--- src/sv/khht_pkg.sv ---
// ----------------------------------------------------------------------------
// khht_pkg: shared types and constants for the keyed handle hash table
// Geometry of the bucket store, word codes, and the bucket index function.
// ----------------------------------------------------------------------------
package khht_pkg;

    localparam int BUCKETS    = 64;
    localparam int WAYS       = 4;
    localparam int VALUE_BITS = 32;

    localparam int SLOTS  = BUCKETS * WAYS;
    localparam int BKT_W  = (BUCKETS > 1) ? $clog2(BUCKETS) : 1;
    localparam int WAY_W  = (WAYS > 1) ? $clog2(WAYS) : 1;
    localparam int CNT_W  = $clog2(SLOTS + 1);
    localparam int KEY_W  = 16;
    localparam int OUT_W  = 32;
    localparam int ECNT_W = 9;

    // bucket = key mod BUCKETS
    localparam bit            BKT_POW2 = ((BUCKETS & (BUCKETS - 1)) == 0);
    localparam logic [15:0]   KEY_MASK = 16'(BUCKETS - 1);
    localparam logic [32:0]   RECIP    = 33'((64'd1 << 32) / BUCKETS);

    typedef enum logic [1:0] {
        ACT_INSERT = 2'd0,
        ACT_REMOVE = 2'd1,
        ACT_LOOKUP = 2'd2,
        ACT_NOP    = 2'd3
    } action_t;

    typedef enum logic [1:0] {
        STS_DONE = 2'd0,
        STS_NO   = 2'd1,
        STS_FULL = 2'd2,
        STS_RSVD = 2'd3
    } status_t;

    typedef enum logic {
        ST_IDLE = 1'b0,
        ST_BUSY = 1'b1
    } state_t;

    typedef struct packed {
        logic [KEY_W-1:0]      key;
        logic [VALUE_BITS-1:0] handler;
        logic [VALUE_BITS-1:0] env;
    } entry_t;

    typedef entry_t [WAYS-1:0] row_t;

    // outcome of one word against its bucket
    typedef struct packed {
        status_t          status;
        logic             wr_row;     // insert into a free way
        logic             clr_valid;  // remove of a present key
        logic             hit;        // lookup hit
        logic [WAY_W-1:0] way;        // free way on insert, hit way otherwise
    } plan_t;

    function automatic logic [BKT_W-1:0] bucket_of(input logic [15:0] k);
        logic [48:0] prod;
        logic [15:0] q;
        logic [31:0] qd;
        logic [15:0] rem;
        prod = 49'(k) * 49'(RECIP);
        q    = prod[47:32];
        qd   = 32'(q) * 32'(BUCKETS);
        rem  = k - qd[15:0];
        if (rem >= 16'(BUCKETS)) begin
            rem = rem - 16'(BUCKETS);
        end
        if (BKT_POW2) begin
            rem = k & KEY_MASK;
        end
        return BKT_W'(rem);
    endfunction

endpackage

--- src/sv/khht_way_match.sv ---
// ----------------------------------------------------------------------------
// khht_way_match: way compare and decision for one bucket
// Finds the key among the valid ways, picks the lowest free way, and
// decides status and the update for the word's action.
// ----------------------------------------------------------------------------
module khht_way_match
    import khht_pkg::*;
(
    input  action_t          act,
    input  logic [KEY_W-1:0] key,
    input  logic [WAYS-1:0]  valid,
    input  row_t             row,
    output plan_t            plan
);

    logic [WAYS-1:0]  hitv;
    logic             any_hit;
    logic             any_free;
    logic [WAY_W-1:0] hit_way;
    logic [WAY_W-1:0] free_way;

    always_comb begin
        for (int w = 0; w < WAYS; w++) begin
            hitv[w] = valid[w] && (row[w].key == key);
        end
    end

    // lowest way wins: scan from the top down
    always_comb begin
        any_hit  = 1'b0;
        any_free = 1'b0;
        hit_way  = '0;
        free_way = '0;
        for (int w = WAYS - 1; w >= 0; w--) begin
            if (hitv[w]) begin
                any_hit = 1'b1;
                hit_way = WAY_W'(w);
            end
            if (!valid[w]) begin
                any_free = 1'b1;
                free_way = WAY_W'(w);
            end
        end
    end

    always_comb begin
        plan.status    = STS_NO;
        plan.wr_row    = 1'b0;
        plan.clr_valid = 1'b0;
        plan.hit       = 1'b0;
        plan.way       = hit_way;
        case (act)
            ACT_INSERT: begin
                if (any_hit) begin
                    plan.status = STS_NO;
                end else if (any_free) begin
                    plan.status = STS_DONE;
                    plan.wr_row = 1'b1;
                    plan.way    = free_way;
                end else begin
                    plan.status = STS_FULL;
                end
            end
            ACT_REMOVE: begin
                if (any_hit) begin
                    plan.status    = STS_DONE;
                    plan.clr_valid = 1'b1;
                end
            end
            ACT_LOOKUP: begin
                if (any_hit) begin
                    plan.status = STS_DONE;
                    plan.hit    = 1'b1;
                end
            end
            default: begin
                plan.status = STS_NO;
            end
        endcase
    end

endmodule

--- config.mk ---
export PLATFORM = sky130hd
export DESIGN_NAME = khht_way_match
export DESIGN_NICKNAME = d
export VERILOG_FILES = /design/src/sv/khht_pkg.sv /design/src/sv/khht_way_match.sv
export SDC_FILE = /design/constraint.sdc
export NUM_CORES = 1
export LEC_CHECK = 0
export ABC_AREA = 1
export BUFFER_PORTS_ARGS = -buffer_cell sky130_fd_sc_hd__buf_2
export CAP_MARGIN = 20
export CORE_AREA = 4 4 133 135
export DETAILED_ROUTE_END_ITERATION = 8
export DIE_AREA = 0 0 137 139
export PLACE_DENSITY = 0.5
export SLEW_MARGIN = 40
export SYNTH_ARGS = -nofsm -noshare
export SYNTH_HDL_FRONTEND = slang
export SYNTH_SLANG_ARGS = --single-unit
--- constraint.sdc ---
create_clock -name vclk -period 1.1
set_input_delay 0.11 -clock vclk [all_inputs]
set_output_delay 0.11 -clock vclk [all_outputs]
set_load 0.02 [all_outputs]
==> impl_metrics.csv <==
group,metric,value,unit
timing,period_share,1.35,
worst_setup_path,cp_max_fo,5,
pwr,ir_drop,0.000125,V
grt,grt_antenna_before_repair,2,
floorplanning,rows,47,
routing,vias_per_cell,3.74,
synth,synthAdderAreaFrac,0.0276,
hold_path,hold_depth,6,
cells_and_area,nClkBuffers,0,
grt,grt_use_total,0.110,
worst_setup_path,arrival,1370,ps
worst_setup_path,cp-end-kind,"output port",
floorplanning,dieArea,0.0190,sq mm
routing,postRouteWirelength,10700,microns
grt,grt_pass1_wl,16000,microns
timing,drv_slew,0,
worst_setup_path,worst_setup_path_start_kind,"input port",
worst_setup_path,critical_path.cell_chain,"buf_4, xnor2_1, nand3_1, nor2_2, nand3_2, nand2_2, inv_2, nand2_4, nand2_2, nand3_4, buf_6",
cells_and_area,layout_commonest_cell,"nand2_1",
timing,fmaxAchievable,674,MHz
timing,hold_viol,0,
place,io_buffers,93,
cells_and_area,nFlopsAndLatches,0,
timing,setup_ws,-385,ps
grt,met2_usage,0.199,
pwr,seqPwrFrac,0,
cells_and_area,multi_input_area,0.00167,sq mm
floorplanning,ioPinCount,349,
place,dp_cells,771,
routing,post_drt_wl_per_cell,13.8,microns
timing,period_needed,1480,ps
timing,slew-limit-headroom,0.814,
synth,synth_compound_area_frac,0.0331,
routing,first_iter_violations,161,
cells_and_area,layout.nets,899,
outcome,status,"finished with violations",
worst_setup_path,cp.required,990,ps
synth,synth_top_family_by_area,"simple AND/OR/NAND/NOR gates",
synth,yosysWarnings,0,
floorplanning,core_area,0.0165,sq mm
pwr,p_sw_frac,0.552,
timing,worst_pin_slew,277,ps
cells_and_area,drive_above_1_share,0.379,
outcome,violations,"negative setup slack",
grt,grt_max_degree,8,
timing,rsz0062_at_grt,"yes",
routing,first_pass_iters,5,
worst_setup_path,path_delay_family,"simple AND/OR/NAND/NOR gates",
synth,ys_types,24,
flow_run,drv_cap,0,
grt,grt_pass1_vias,2927,
timing,setup_viol,7,
pwr,p_leak,0.00186,uW
grt,grt_use_met1,0.144,
timing,worst_hold_slack,750,ps
floorplanning,die_h,139,microns
place,dp.final_hpwl,9900,microns
routing,drc_errors,0,
worst_setup_path,crit_top_cell,"nand2_2",
pwr,power.total,1110,uW
hold_path,worstHoldPathType,"in -> out",
worst_setup_path,cp.depth,11,
routing,antenna_left,0,
pwr,switchingPower,612,uW
synth,synthXorXnorAreaFrac,0.0386,
cts,cts_hold_buf,0,
pwr,power_frac_clock,0,
pwr,power.density,347,mW/mm^2
cts,post_cts_buffers,0,
floorplanning,die_w,137,microns
synth,yosys.area_share.simple,0.722,
pwr,internal_power,497,uW
grt,grt_use_met3,0.0123,
cells_and_area,regArea,0,sq um
grt,top_usage_layer,"met2",
cells_and_area,layout_common_cells,"nand2_1, buf_2, inv_1",
pwr,combPwrFrac,1.000,
worst_setup_path,critPathMaxStageDelay,270,ps
synth,syn_nets,760,
cells_and_area,final_cells,772,
synth,synth.avg_cell_area,4.38,sq um
floorplanning,floorplan.initialDensity,0.110,
grt,overflow,0,
synth,syn_area,0.00181,sq mm
synth,syn_inst,414,
worst_setup_path,slowest_stage,"xnor2_1",
cells_and_area,num-fill-cells,1989,
worst_setup_path,worstSetupPathType,"in -> out",
worst_setup_path,path_buf_inv,3,
place,gp_congestion,0.917,
cells_and_area,area_growth_syn_to_layout,76.2,%
routing,vias,2886,
synth,synth_seq_area_share,0,
synth,muxShareOfSynthArea,0,
metal layers:
| layer | up-vias | share of wire |
|---|---|---|
| met2 | 110 | 0.49 |
| met4 | 2 | 0.0087 |
| met3 | 8 | 0.060 |
| met1 | 1236 | 0.44 |
| met5 | - | 0.00066 |
| li1 | 1530 | - |
synthesized netlist by cell type:
cell type	n	area (sq um)
nand2_1	163	612
nor2_1	77	289
inv_1	73	274
nand3_1	16	80.1
nand4_1	14	87.6
inv_2	12	45.0
o21ai_0	10	50.1
xnor2_1	8	70.1
nor3b_1	7	52.6
nor3_1	6	30.0
nand3b_1	5	37.5
ha_1	4	50.1
nand2_2	4	25.0
nand3_2	2	20.0
o21ai_1	2	10.0
or2_0	2	12.5
or2_1	2	12.5
and3b_1	1	8.76
clkbuf_2	1	5.00
nand2b_1	1	6.26
nor2_2	1	6.26
nor3_2	1	10.0
nor3b_2	1	12.5
or2_2	1	6.26
power groups by stage:
stage               sequential [uW]  clock [uW]  combinational [uW]
floorplan                         0           0                 483
global placement                  0           0                1020
detailed placement                0           0                1010
CTS                               0           0                1090
global route                      0    0.000122                1230
finish                            0    0.000122                1110
timing repair:
action	4_1_cts	5_1_grt
hold endpoints to repair	0	0
pin swaps	30	19
gates resized for setup	67	17
setup endpoints to repair	7	7
cell families (layout without fill, tap and decap cells):
logic type                 count (synthesis)  after routing
AOI/OAI and AO/OA                         12             12
xor gates and xnor gates                   8              8
adders and majority gates                  4              4
buffers and inverters                     86            223
other                                      0              1
and+or+nand+nor                          304            304
final cells by class:
type | instances | share of cell area
antenna | 1 | 0.000783
inverter | 85 | 0.105
multi-input combinational | 328 | 0.523
tap | 220 | 0.0862
timing repair buffer | 138 | 0.286
final timing paths:
kind	from	endpoint	slack [ps]
hold / removal	valid[2]	plan[0]	750
setup / recovery	key[2]	plan[5]	-380
through the flow:
| step | worst slack (ps) | instance area (sq um) | utilization | TNS [ps] |
|---|---|---|---|---|
| after floorplan | -61.7 | 1870 | - | -214 |
| after global placement | -520 | 2950 | 0.179 | -3320 |
| after detailed placement | -526 | 2950 | 0.179 | -3260 |
| after CTS | -380 | 3140 | 0.191 | -2350 |
| after global routing | -486 | 3190 | 0.194 | -3180 |
| final | -385 | 3190 | 0.194 | -2400 |
No activity file was read; power rests on OpenSTA's default activity.
